===== config.mk =====
export PLATFORM = sky130hd
export DESIGN_NAME = failed_login_lockout_table_flat
export DESIGN_NICKNAME = d
export VERILOG_FILES = /design/src/sv/fllt_pkg.sv /design/src/sv/fllt_req_if.sv /design/src/sv/fllt_rsp_if.sv /design/src/sv/fllt_cfg_if.sv /design/src/sv/fllt_ctrl.sv /design/src/sv/fllt_datapath.sv /design/src/sv/failed_login_lockout_table.sv /design/src/flat_wrapper.sv
export VERILOG_INCLUDE_DIRS = /design/src /design/src/sv
export SDC_FILE = /design/constraint.sdc
export NUM_CORES = 2
export LEC_CHECK = 0
export ABC_AREA = 1
export ABC_CLOCK_PERIOD_IN_PS = 22900
export BUFFER_PORTS_ARGS = -buffer_cell sky130_fd_sc_hd__buf_2
export CELL_PAD_IN_SITES_DETAIL_PLACEMENT = 1
export CELL_PAD_IN_SITES_GLOBAL_PLACEMENT = 1
export CORE_UTILIZATION = 30
export DETAILED_ROUTE_END_ITERATION = 10
export MAX_ROUTING_LAYER = met4
export PLACE_DENSITY_LB_ADDON = 0.1
export SETUP_SLACK_MARGIN = 0.1
export SLEW_MARGIN = 10
export SYNTH_ARGS = -nofsm -noshare
export SYNTH_HDL_FRONTEND = slang
export SYNTH_HIERARCHICAL = 1
export SYNTH_SLANG_ARGS = --single-unit

===== constraint.sdc =====
create_clock -name clk -period 22.9 [get_ports clk]
set_input_delay 1.145 -clock clk [delete_from_list [all_inputs] [get_ports clk]]
set_output_delay 1.145 -clock clk [all_outputs]
set_load 0.05 [all_outputs]

===== src/sv/failed_login_lockout_table_defines.svh =====
// Assertion macros for the failed-login lockout table
`ifndef FAILED_LOGIN_LOCKOUT_TABLE_DEFINES_SVH
`define FAILED_LOGIN_LOCKOUT_TABLE_DEFINES_SVH

`ifndef SYNTHESIS
`define FLLT_ASSERT_SAME(label, clk, rst_n, ante, cons) \
    label: assert property (@(posedge clk) disable iff (!rst_n) (ante) |-> (cons)) \
        else $error("fllt: same-cycle property violated");
`define FLLT_ASSERT_NEXT(label, clk, rst_n, ante, cons) \
    label: assert property (@(posedge clk) disable iff (!rst_n) (ante) |=> (cons)) \
        else $error("fllt: next-cycle property violated");
`else
`define FLLT_ASSERT_SAME(label, clk, rst_n, ante, cons)
`define FLLT_ASSERT_NEXT(label, clk, rst_n, ante, cons)
`endif

`endif


===== src/sv/fllt_pkg.sv =====
// Types and constants shared by the lockout table modules
package fllt_pkg;

    localparam int unsigned ACT_W      = 2;
    localparam int unsigned HALF_W     = 64;
    localparam int unsigned TIME_W     = 48;
    localparam int unsigned FAIL_W     = 32;
    localparam int unsigned FREE_W     = 8;
    localparam int unsigned MS_W       = 32;
    localparam int unsigned CFG_IDX_W  = 2;
    localparam int unsigned CFG_DATA_W = 32;
    localparam int unsigned DBL_W      = 6;

    localparam logic [DBL_W-1:0] DBL_MAX = 6'd33;

    localparam logic [FREE_W-1:0] FREE_FAILURES_RST   = 8'd5;
    localparam logic [MS_W-1:0]   LOCKOUT_BASE_RST    = 32'd30000;
    localparam logic [MS_W-1:0]   LOCKOUT_MAX_RST     = 32'd900000;

    localparam logic [CFG_IDX_W-1:0] CFG_FREE_FAILURES   = 2'd0;
    localparam logic [CFG_IDX_W-1:0] CFG_LOCKOUT_BASE_MS = 2'd1;
    localparam logic [CFG_IDX_W-1:0] CFG_LOCKOUT_MAX_MS  = 2'd2;

    typedef enum logic [ACT_W-1:0] {
        ACT_CHECK   = 2'd0,
        ACT_FAIL    = 2'd1,
        ACT_SUCCESS = 2'd2,
        ACT_CLEAR   = 2'd3
    } act_t;

    typedef enum logic [2:0] {
        S_IDLE,
        S_SCAN,
        S_EVAL,
        S_BACKOFF,
        S_COMMIT,
        S_DONE
    } state_t;

    typedef struct packed {
        logic load;
        logic scan_run;
        logic eval;
        logic bo_step;
        logic commit;
        logic out_load;
    } ctl_t;

    typedef struct packed {
        act_t act;
        logic scan_done;
        logic bo_done;
        logic out_free;
    } sts_t;

endpackage


===== src/sv/fllt_req_if.sv =====
// Request channel: one action item per handshake
interface fllt_req_if;
    import fllt_pkg::*;

    logic                valid;
    logic                ready;
    logic [ACT_W-1:0]    action;
    logic [HALF_W-1:0]   addr_high;
    logic [HALF_W-1:0]   addr_low;
    logic [TIME_W-1:0]   now_ms;

    modport source (output valid, output action, output addr_high, output addr_low,
                    output now_ms, input ready);
    modport sink   (input valid, input action, input addr_high, input addr_low,
                    input now_ms, output ready);
endinterface


===== src/sv/fllt_rsp_if.sv =====
// Response channel: one verdict item per request
interface fllt_rsp_if;
    import fllt_pkg::*;

    logic            valid;
    logic            ready;
    logic            allowed;
    logic [MS_W-1:0] wait_ms;

    modport source (output valid, output allowed, output wait_ms, input ready);
    modport sink   (input valid, input allowed, input wait_ms, output ready);
endinterface


===== src/sv/fllt_cfg_if.sv =====
// Configuration write channel
interface fllt_cfg_if;
    import fllt_pkg::*;

    logic                  valid;
    logic                  ready;
    logic [CFG_IDX_W-1:0]  index;
    logic [CFG_DATA_W-1:0] data;

    modport source (output valid, output index, output data, input ready);
    modport sink   (input valid, input index, input data, output ready);
endinterface


===== src/sv/fllt_ctrl.sv =====
// Controller state machine sequencing scan, evaluation, back-off and commit
module fllt_ctrl
    import fllt_pkg::*;
(
    input  logic clk,
    input  logic rst_n,
    input  logic in_valid,
    output logic in_ready,
    input  sts_t sts,
    output ctl_t ctl
);

    state_t state_reg;
    state_t state_next;

    always_ff @(posedge clk or negedge rst_n)
    begin
        if (!rst_n)
        begin
            state_reg <= S_IDLE;
        end
        else
        begin
            state_reg <= state_next;
        end
    end

    always_comb
    begin
        state_next = state_reg;
        case (state_reg)
            S_IDLE:
            begin
                if (in_valid)
                begin
                    state_next = S_SCAN;
                end
            end
            S_SCAN:
            begin
                if (sts.scan_done)
                begin
                    state_next = S_EVAL;
                end
            end
            S_EVAL:
            begin
                if (sts.act == ACT_FAIL)
                begin
                    state_next = S_BACKOFF;
                end
                else
                begin
                    state_next = S_DONE;
                end
            end
            S_BACKOFF:
            begin
                if (sts.bo_done)
                begin
                    state_next = S_COMMIT;
                end
            end
            S_COMMIT:
            begin
                state_next = S_DONE;
            end
            S_DONE:
            begin
                if (sts.out_free)
                begin
                    state_next = S_IDLE;
                end
            end
            default:
            begin
                state_next = S_IDLE;
            end
        endcase
    end

    always_comb
    begin
        ctl      = '0;
        in_ready = 1'b0;
        case (state_reg)
            S_IDLE:
            begin
                in_ready = 1'b1;
                ctl.load = in_valid;
            end
            S_SCAN:
            begin
                ctl.scan_run = 1'b1;
            end
            S_EVAL:
            begin
                ctl.eval = 1'b1;
            end
            S_BACKOFF:
            begin
                ctl.bo_step = 1'b1;
            end
            S_COMMIT:
            begin
                ctl.commit = 1'b1;
            end
            S_DONE:
            begin
                ctl.out_load = sts.out_free;
            end
            default:
            begin
                ctl = '0;
            end
        endcase
    end

endmodule


===== src/sv/fllt_datapath.sv =====
// Slot table, scan trackers, back-off unit, configuration and result registers
module fllt_datapath
    import fllt_pkg::*;
#(
    parameter int unsigned SLOTS      = 8,
    parameter int unsigned ADDR_BYTES = 16
)
(
    input  logic                  clk,
    input  logic                  rst_n,
    input  ctl_t                  ctl,
    output sts_t                  sts,
    input  logic [ACT_W-1:0]      action,
    input  logic [HALF_W-1:0]     addr_high,
    input  logic [HALF_W-1:0]     addr_low,
    input  logic [TIME_W-1:0]     now_ms,
    input  logic                  cfg_we,
    input  logic [CFG_IDX_W-1:0]  cfg_index,
    input  logic [CFG_DATA_W-1:0] cfg_data,
    output logic                  out_valid,
    input  logic                  out_ready,
    output logic                  out_allowed,
    output logic [MS_W-1:0]       out_retry
);

    localparam int unsigned ADDR_BITS = ADDR_BYTES * 8;
    localparam int unsigned IW        = (SLOTS > 1) ? $clog2(SLOTS) : 1;
    localparam int unsigned CW        = $clog2(SLOTS + 1);
    localparam logic [CW-1:0] SLOTS_C = CW'(SLOTS);

    // configuration
    logic [FREE_W-1:0] free_failures_reg;
    logic [MS_W-1:0]   lockout_base_reg;
    logic [MS_W-1:0]   lockout_max_reg;

    // captured item
    act_t                 act_reg;
    logic [ADDR_BITS-1:0] addr_reg;
    logic [TIME_W-1:0]    now_reg;

    // table
    logic [SLOTS-1:0]     used_reg;
    logic [ADDR_BITS-1:0] slot_addr_reg  [SLOTS];
    logic [FAIL_W-1:0]    slot_fail_reg  [SLOTS];
    logic [TIME_W-1:0]    slot_lock_reg  [SLOTS];
    logic [TIME_W-1:0]    slot_seen_reg  [SLOTS];

    // scan
    logic [CW-1:0]        issue_cnt_reg;
    logic                 rd_v_reg;
    logic [IW-1:0]        rd_idx_reg;
    logic [ADDR_BITS-1:0] rd_addr_reg;
    logic [FAIL_W-1:0]    rd_fail_reg;
    logic [TIME_W-1:0]    rd_lock_reg;
    logic [TIME_W-1:0]    rd_seen_reg;
    logic                 match_v_reg;
    logic [IW-1:0]        match_idx_reg;
    logic [FAIL_W-1:0]    match_fail_reg;
    logic [TIME_W-1:0]    match_lock_reg;
    logic                 free_v_reg;
    logic [IW-1:0]        free_idx_reg;
    logic                 lru_v_reg;
    logic [IW-1:0]        lru_idx_reg;
    logic [TIME_W-1:0]    lru_seen_reg;

    // evaluation and back-off
    logic [IW-1:0]        tgt_reg;
    logic [FAIL_W-1:0]    fail_new_reg;
    logic [TIME_W-1:0]    keep_lock_reg;
    logic                 over_reg;
    logic [FAIL_W-1:0]    extra_reg;
    logic [MS_W:0]        bo_lock_reg;
    logic [DBL_W-1:0]     bo_n_reg;

    // result
    logic                 res_allowed_reg;
    logic [MS_W-1:0]      res_retry_reg;
    logic                 out_valid_reg;
    logic                 out_allowed_reg;
    logic [MS_W-1:0]      out_retry_reg;

    logic [2*HALF_W-1:0]  addr_full;
    logic                 issue;
    logic                 rd_used;
    logic                 hit;
    logic [FAIL_W-1:0]    base_fail;
    logic [FAIL_W-1:0]    fail_inc;
    logic [FAIL_W-1:0]    free_ext;
    logic [TIME_W-1:0]    rem;
    logic                 bo_go;
    logic [MS_W-1:0]      lockout;
    logic [TIME_W:0]      until_sum;
    logic [TIME_W-1:0]    lock_wr;

    assign addr_full = {addr_high, addr_low};
    assign issue     = ctl.scan_run && (issue_cnt_reg != SLOTS_C);
    assign rd_used   = used_reg[rd_idx_reg];
    assign hit       = rd_used && (rd_addr_reg == addr_reg);
    assign base_fail = match_v_reg ? match_fail_reg : '0;
    assign fail_inc  = (base_fail == '1) ? base_fail : base_fail + FAIL_W'(1);
    assign free_ext  = {{(FAIL_W-FREE_W){1'b0}}, free_failures_reg};
    assign rem       = match_lock_reg - now_reg;
    assign bo_go     = over_reg && (bo_n_reg < DBL_MAX)
                       && ({{(FAIL_W-DBL_W){1'b0}}, bo_n_reg} < extra_reg)
                       && (bo_lock_reg < {1'b0, lockout_max_reg});
    assign lockout   = (bo_lock_reg > {1'b0, lockout_max_reg}) ? lockout_max_reg
                                                               : bo_lock_reg[MS_W-1:0];
    assign until_sum = {1'b0, now_reg} + {{(TIME_W+1-MS_W){1'b0}}, lockout};
    assign lock_wr   = !over_reg ? keep_lock_reg
                                 : (until_sum[TIME_W] ? '1 : until_sum[TIME_W-1:0]);

    assign sts.act       = act_reg;
    assign sts.scan_done = (issue_cnt_reg == SLOTS_C) && !rd_v_reg;
    assign sts.bo_done   = !bo_go;
    assign sts.out_free  = !out_valid_reg || out_ready;

    assign out_valid   = out_valid_reg;
    assign out_allowed = out_allowed_reg;
    assign out_retry   = out_retry_reg;

    always_ff @(posedge clk or negedge rst_n)
    begin
        if (!rst_n)
        begin
            free_failures_reg <= FREE_FAILURES_RST;
            lockout_base_reg  <= LOCKOUT_BASE_RST;
            lockout_max_reg   <= LOCKOUT_MAX_RST;
        end
        else if (cfg_we)
        begin
            case (cfg_index)
                CFG_FREE_FAILURES:   free_failures_reg <= cfg_data[FREE_W-1:0];
                CFG_LOCKOUT_BASE_MS: lockout_base_reg  <= cfg_data[MS_W-1:0];
                CFG_LOCKOUT_MAX_MS:  lockout_max_reg   <= cfg_data[MS_W-1:0];
                default:             free_failures_reg <= free_failures_reg;
            endcase
        end
    end

    always_ff @(posedge clk or negedge rst_n)
    begin
        if (!rst_n)
        begin
            used_reg <= '0;
        end
        else if (ctl.eval && (act_reg == ACT_CLEAR))
        begin
            used_reg <= '0;
        end
        else if (ctl.eval && (act_reg == ACT_SUCCESS) && match_v_reg)
        begin
            used_reg[match_idx_reg] <= 1'b0;
        end
        else if (ctl.commit)
        begin
            used_reg[tgt_reg] <= 1'b1;
        end
    end

    always_ff @(posedge clk)
    begin
        if (ctl.commit)
        begin
            slot_addr_reg[tgt_reg] <= addr_reg;
            slot_fail_reg[tgt_reg] <= fail_new_reg;
            slot_lock_reg[tgt_reg] <= lock_wr;
            slot_seen_reg[tgt_reg] <= now_reg;
        end
    end

    always_ff @(posedge clk)
    begin
        if (issue)
        begin
            rd_idx_reg  <= issue_cnt_reg[IW-1:0];
            rd_addr_reg <= slot_addr_reg[issue_cnt_reg[IW-1:0]];
            rd_fail_reg <= slot_fail_reg[issue_cnt_reg[IW-1:0]];
            rd_lock_reg <= slot_lock_reg[issue_cnt_reg[IW-1:0]];
            rd_seen_reg <= slot_seen_reg[issue_cnt_reg[IW-1:0]];
        end
    end

    always_ff @(posedge clk or negedge rst_n)
    begin
        if (!rst_n)
        begin
            issue_cnt_reg <= '0;
            rd_v_reg      <= 1'b0;
            match_v_reg   <= 1'b0;
            free_v_reg    <= 1'b0;
            lru_v_reg     <= 1'b0;
        end
        else if (ctl.load)
        begin
            issue_cnt_reg <= '0;
            rd_v_reg      <= 1'b0;
            match_v_reg   <= 1'b0;
            free_v_reg    <= 1'b0;
            lru_v_reg     <= 1'b0;
        end
        else if (ctl.scan_run)
        begin
            rd_v_reg <= issue;
            if (issue)
            begin
                issue_cnt_reg <= issue_cnt_reg + CW'(1);
            end
            if (rd_v_reg && hit && !match_v_reg)
            begin
                match_v_reg <= 1'b1;
            end
            if (rd_v_reg && !rd_used && !free_v_reg)
            begin
                free_v_reg <= 1'b1;
            end
            if (rd_v_reg && rd_used)
            begin
                lru_v_reg <= 1'b1;
            end
        end
    end

    always_ff @(posedge clk)
    begin
        if (ctl.scan_run && rd_v_reg)
        begin
            if (hit && !match_v_reg)
            begin
                match_idx_reg  <= rd_idx_reg;
                match_fail_reg <= rd_fail_reg;
                match_lock_reg <= rd_lock_reg;
            end
            if (!rd_used && !free_v_reg)
            begin
                free_idx_reg <= rd_idx_reg;
            end
            if (rd_used && (!lru_v_reg || (rd_seen_reg < lru_seen_reg)))
            begin
                lru_idx_reg  <= rd_idx_reg;
                lru_seen_reg <= rd_seen_reg;
            end
        end
    end

    always_ff @(posedge clk)
    begin
        if (ctl.load)
        begin
            act_reg  <= act_t'(action);
            addr_reg <= addr_full[ADDR_BITS-1:0];
            now_reg  <= now_ms;
        end
    end

    always_ff @(posedge clk)
    begin
        if (ctl.eval)
        begin
            tgt_reg       <= match_v_reg ? match_idx_reg
                                         : (free_v_reg ? free_idx_reg : lru_idx_reg);
            fail_new_reg  <= fail_inc;
            keep_lock_reg <= match_v_reg ? match_lock_reg : '0;
            over_reg      <= fail_inc > free_ext;
            extra_reg     <= fail_inc - free_ext - FAIL_W'(1);
            bo_lock_reg   <= {1'b0, lockout_base_reg};
            bo_n_reg      <= '0;
        end
        else if (ctl.bo_step && bo_go)
        begin
            bo_lock_reg <= {bo_lock_reg[MS_W-1:0], 1'b0};
            bo_n_reg    <= bo_n_reg + DBL_W'(1);
        end
    end

    always_ff @(posedge clk)
    begin
        if (ctl.load)
        begin
            res_allowed_reg <= 1'b1;
            res_retry_reg   <= '0;
        end
        else if (ctl.eval && (act_reg == ACT_CHECK) && match_v_reg
                 && (now_reg < match_lock_reg))
        begin
            res_allowed_reg <= 1'b0;
            res_retry_reg   <= (|rem[TIME_W-1:MS_W]) ? '1 : rem[MS_W-1:0];
        end
    end

    always_ff @(posedge clk or negedge rst_n)
    begin
        if (!rst_n)
        begin
            out_valid_reg <= 1'b0;
        end
        else if (ctl.out_load)
        begin
            out_valid_reg <= 1'b1;
        end
        else if (out_ready)
        begin
            out_valid_reg <= 1'b0;
        end
    end

    always_ff @(posedge clk)
    begin
        if (ctl.out_load)
        begin
            out_allowed_reg <= res_allowed_reg;
            out_retry_reg   <= res_retry_reg;
        end
    end

endmodule


===== src/sv/failed_login_lockout_table.sv =====
// Check, success and clear pass through the slot scan and evaluation to the result register.
// A failure adds back-off doublings of the lockout time and a commit to the slot table.
// One item at a time; the slot scan goes through the single read port of the slot table,
// one slot per cycle.
// Reset clears all slot-used bits and loads the default configuration at once;
// there is no clearing pass.
`include "failed_login_lockout_table_defines.svh"

module failed_login_lockout_table
    import fllt_pkg::*;
#(
    parameter int unsigned SLOTS      = 8,
    parameter int unsigned ADDR_BYTES = 16
)
(
    input  logic       clk,
    input  logic       rst_n,
    fllt_req_if.sink   req,
    fllt_rsp_if.source rsp,
    fllt_cfg_if.sink   cfg
);

    ctl_t ctl;
    sts_t sts;

    assign cfg.ready = 1'b1;

    fllt_ctrl u_ctrl (
        .clk      (clk),
        .rst_n    (rst_n),
        .in_valid (req.valid),
        .in_ready (req.ready),
        .sts      (sts),
        .ctl      (ctl)
    );

    fllt_datapath #(
        .SLOTS      (SLOTS),
        .ADDR_BYTES (ADDR_BYTES)
    ) u_datapath (
        .clk         (clk),
        .rst_n       (rst_n),
        .ctl         (ctl),
        .sts         (sts),
        .action      (req.action),
        .addr_high   (req.addr_high),
        .addr_low    (req.addr_low),
        .now_ms      (req.now_ms),
        .cfg_we      (cfg.valid),
        .cfg_index   (cfg.index),
        .cfg_data    (cfg.data),
        .out_valid   (rsp.valid),
        .out_ready   (rsp.ready),
        .out_allowed (rsp.allowed),
        .out_retry   (rsp.wait_ms)
    );

    `FLLT_ASSERT_SAME(a_no_overwrite, clk, rst_n, ctl.out_load, sts.out_free)
    `FLLT_ASSERT_NEXT(a_busy_after_accept, clk, rst_n, req.valid && req.ready, !req.ready)
    `FLLT_ASSERT_SAME(a_commit_on_fail, clk, rst_n, ctl.commit, sts.act == ACT_FAIL)

endmodule

===== src/flat_wrapper.sv =====
// flat-port wrapper written by rule: the top's interface ports become plain ports
module failed_login_lockout_table_flat import fllt_pkg::*;
#(
    parameter int unsigned SLOTS      = 8,
    parameter int unsigned ADDR_BYTES = 16
)
  (clk, rst_n, req_valid, req_action, req_addr_high, req_addr_low, req_now_ms, req_ready, rsp_valid, rsp_allowed, rsp_wait_ms, rsp_ready, cfg_valid, cfg_index, cfg_data, cfg_ready);
  fllt_req_if req_i ();
  fllt_rsp_if rsp_i ();
  fllt_cfg_if cfg_i ();
  input  logic clk;
  input  logic rst_n;
  input wire logic [$bits(req_i.valid)-1:0] req_valid;
  input wire logic [$bits(req_i.action)-1:0] req_action;
  input wire logic [$bits(req_i.addr_high)-1:0] req_addr_high;
  input wire logic [$bits(req_i.addr_low)-1:0] req_addr_low;
  input wire logic [$bits(req_i.now_ms)-1:0] req_now_ms;
  output wire logic [$bits(req_i.ready)-1:0] req_ready;
  output wire logic [$bits(rsp_i.valid)-1:0] rsp_valid;
  output wire logic [$bits(rsp_i.allowed)-1:0] rsp_allowed;
  output wire logic [$bits(rsp_i.wait_ms)-1:0] rsp_wait_ms;
  input wire logic [$bits(rsp_i.ready)-1:0] rsp_ready;
  input wire logic [$bits(cfg_i.valid)-1:0] cfg_valid;
  input wire logic [$bits(cfg_i.index)-1:0] cfg_index;
  input wire logic [$bits(cfg_i.data)-1:0] cfg_data;
  output wire logic [$bits(cfg_i.ready)-1:0] cfg_ready;
  assign req_i.valid = req_valid;
  assign req_i.action = req_action;
  assign req_i.addr_high = req_addr_high;
  assign req_i.addr_low = req_addr_low;
  assign req_i.now_ms = req_now_ms;
  assign req_ready = req_i.ready;
  assign rsp_valid = rsp_i.valid;
  assign rsp_allowed = rsp_i.allowed;
  assign rsp_wait_ms = rsp_i.wait_ms;
  assign rsp_i.ready = rsp_ready;
  assign cfg_i.valid = cfg_valid;
  assign cfg_i.index = cfg_index;
  assign cfg_i.data = cfg_data;
  assign cfg_ready = cfg_i.ready;
  failed_login_lockout_table #(.SLOTS(SLOTS), .ADDR_BYTES(ADDR_BYTES)) u_core (.clk(clk), .rst_n(rst_n), .req(req_i), .rsp(rsp_i), .cfg(cfg_i));
endmodule

==> metrics.md <==
| Metric | Value |
|---|---|
| Post-route DRC | 48 |
| WL final | 423 mm |
| Mean number of vias per cell | about 5.0 |
| Worst slew pin tran | 1.41 ns |
| CP startpoint kind | register |
| Register area share after synthesis | 71.4% |
| Leading cell type in the layout, fill and taps excluded | edfxtp_1 |
| # setup viols final | 0 |
| Pre-Repair DR Iteration Count | 11 |
| Total GRT Usage | a little over a fifth |
| HP Class | in2async |
| Fin Setup TNS | 0 ns |
| Setup ws final | 16.33 ns |
| # port buffers | 251 |
| RD Place Congestion | 0.890 |
| Syn Nets | 10,800 |
| R2r worst-path depth | 28 |
| Die ar. | 410,000 um2 |
| Compound-gate portion of the synthesized area | 8.87% |
| Core area | 406,000 um2 |
| Fraction of the mapped netlist area in adder cells | 1.87% |
| Post-synthesis cell count | 10,400 |
| Routed vias | 81,700 |
| Avg Cell Area, Syn | 11.7 um2 |
| Layout cells sized above 1 | 9.37% |
| Clock Skews | 0.0757 ns |
| Required time of the critical path | between 20 and 25 ns |
| Syn. warnings | 6 |
| DRT iter0 DRCs | 5,570 |
| Final Cell Area | 141,000 um2 |
| Ys flop type | edfxtp_1 |
| Initial antenna violation count | 24 |
| Setup bufs post-CTS | 0 |
| Worst-skew pair later-pin latency | about 0.96 ns |
| Worst R2R End | u_core/u_datapath/slot_lock_reg[5][1] |
| Final Hold Fails | 0 |
| Initial Util | 30.1% |
| Final Max Slew Viols | 0 |
| First-pass GRT wire length | 608 mm |
| Critical Path AT | between 7 and 8 ns |
| CTS buffer count | 351 |
| CTS Hold Bufs | 0 |
| Clock transition at path regs | around 0.060 ns |
| Minimum clock period | approximately 6.6 ns |
| Worst setup EP type | register |
| Post-cts sizing count | 0 |
| H-tree levels | 5 |
| Post-Synth XOR/XNOR Area | 1.04% |
| Slew margin rel. | 5.09% |
| Main combinational cell family by area after synthesis | simple AND/OR/NAND/NOR gates |
| Fin nets | 11,100 |
| Reg2reg setup slack | 16.33 ns |
| Pleak | 0.0505 uW |
| Max incr delay on CP | 0.58 ns |
| Antenna viol nets, final | 0 |
| Max Fclk | 152 MHz |
| Vias in the first global route | 84,600 |
| Root Driver | clkbuf_16 |
| Pwr Total | roughly 18,000 uW |
| Sink Count | roughly 2,900 |
| Multiplexer share of the synthesized area | 0% |
| RSZ-0062 raised after global routing | false |
| CTS tree | done |
| Most frequent cells in the layout | edfxtp_1, nor2_1, o21ai_0 |
| Most frequent cell on the critical path | nand2_1 |
| Layout area overhead | 15.5% |
| Clock Path Buffers | 4 |
| Critical Path Fanout Max | 31 |
| Row Count | around 230 |
| Post-DP HPWL | 262 mm |
| Synth Cell Area | 122,000 um2 |
| CP Class | reg2reg |
| Die width | 641 um |
| Largest register FFs | 1,024 |
| Tcrit/Tclk final | about 29% |
| Post-synth cell types | 66 |
| Post-synth EDFFs | 2,803 |
| PD cells | 126 nW/um2 |
| Failing checks | DRC |
| Final core occ | 34.8% |
| WL/cell | 25.7 um |
| Peak supply drop | 0.0000785 V |
| Max-cap violations | 0 |
| Post-place setup slack | 16.34 ns |
| Slowest cell on the critical path | a21oi_1 |
| # fillers | 43,700 |
| Synth async-reset ratio | 3.13% |
| Area share of and/or/nand/nor cells after synthesis | 13.0% |
| Reg2reg start | u_core/u_datapath/lockout_max_reg[8] |
| Status | complete, but fails checks |
| Die Span Y | 641 um |
| Largest net degree at the start of global routing | 166 |
| IO Count | 253 |
| Placed Area | 130,000 um2 |
| Total grt overflow | 0 |
| Synthesis-stage register bit count | roughly 2,900 |
## synthesized netlist by cell type (12+ instances only)
cell,n,area (um2)
a21oi_1,192,961
a31oi_1,268,1680
buf_1,34,128
buf_2,18,90.1
clkbuf_1,405,1520
dfrtp_1,72,1800
dfstp_2,20,526
dfxtp_1,40,801
edfxtp_1,2803,84200
ha_1,178,2230
inv_1,759,2850
inv_2,12,45.0
nand2_1,1138,4270
nand3_1,205,1030
nand4_1,84,526
nor2_1,2287,8580
nor3_1,62,310
nor4_1,50,313
o21ai_0,1214,6080
o21bai_1,15,113
o22ai_1,260,1630
or2_2,43,269
xnor2_1,45,394
xor2_1,99,867
## routing by layer
layer | routed length (um) | GRT usage, % | vias up
met3 | 15400 | 2.06 | 497
met1 | 201000 | 28.7 | 42400
met5 | 0 | - | -
met4 | 9170 | 4.63 | 0
met2 | 197000 | 33.3 | 1500
li1 | - | - | 37300
## worst max-delay path by stage
stage	start	endpoint	cells past startpoint
after floorplan	req_valid	u_core/u_datapath/res_retry_reg[24]	7
after global placement	u_core/u_datapath/lockout_max_reg[18]	u_core/u_datapath/slot_lock_reg[7][23]	31
after detailed placement	u_core/u_datapath/lockout_max_reg[19]	u_core/u_datapath/slot_lock_reg[5][23]	31
after CTS	u_core/u_datapath/lockout_max_reg[19]	u_core/u_datapath/slot_lock_reg[2][1]	31
after global routing	u_core/u_datapath/lockout_max_reg[19]	u_core/u_datapath/slot_lock_reg[5][1]	31
final	u_core/u_datapath/lockout_max_reg[8]	u_core/u_datapath/slot_lock_reg[5][1]	28
## stage by stage
stage	instances	hold WS, ns
after floorplan	10400	0.400
after global placement	15800	0.402
after detailed placement	15800	0.406
after CTS	16400	0.105
after global routing	16400	0.156
final	16400	0.171
## cell type report
| type | instances | area (um2) | share of cell area, % |
|---|---|---|---|
| inverters | 772 | 2930 | 2.08 |
| multi-input cells | 6266 | 30500 | 21.6 |
| repair buffers | 404 | 2620 | 1.85 |
| clock inverters | 200 | 1920 | 1.36 |
| well taps | 5428 | 6790 | 4.81 |
| flip-flops and latches | 2935 | 87300 | 61.8 |
| clock buffers | 432 | 9210 | 6.52 |
| diodes | 8 | 20.0 | 0.0142 |
## power by group
| part | internal (uW) | switching, uW |
|---|---|---|
| combinational | 1200 | 3620 |
| sequential | 7030 | 469 |
| clock | 3160 | 2290 |
| total | 11400 | 6380 |
## worst max-delay path, delay by kind of cell, from the launching register on
kind                       cells  cell delay, ns
and+or+nand+nor               17            2.85
adders and majority gates      3            1.03
AOI/OAI and AO/OA              3            0.92
buffers and inverters          5            0.87
DFF                            1            0.53
## cells by family after synthesis
logic type	count (synthesis)
simple gates	3942
buf+inv	1236
fa+ha+maj	181
xor+xnor	145
compound gates	1997
other cells	1
flops	2935
Power figures use the tool's default switching activity.
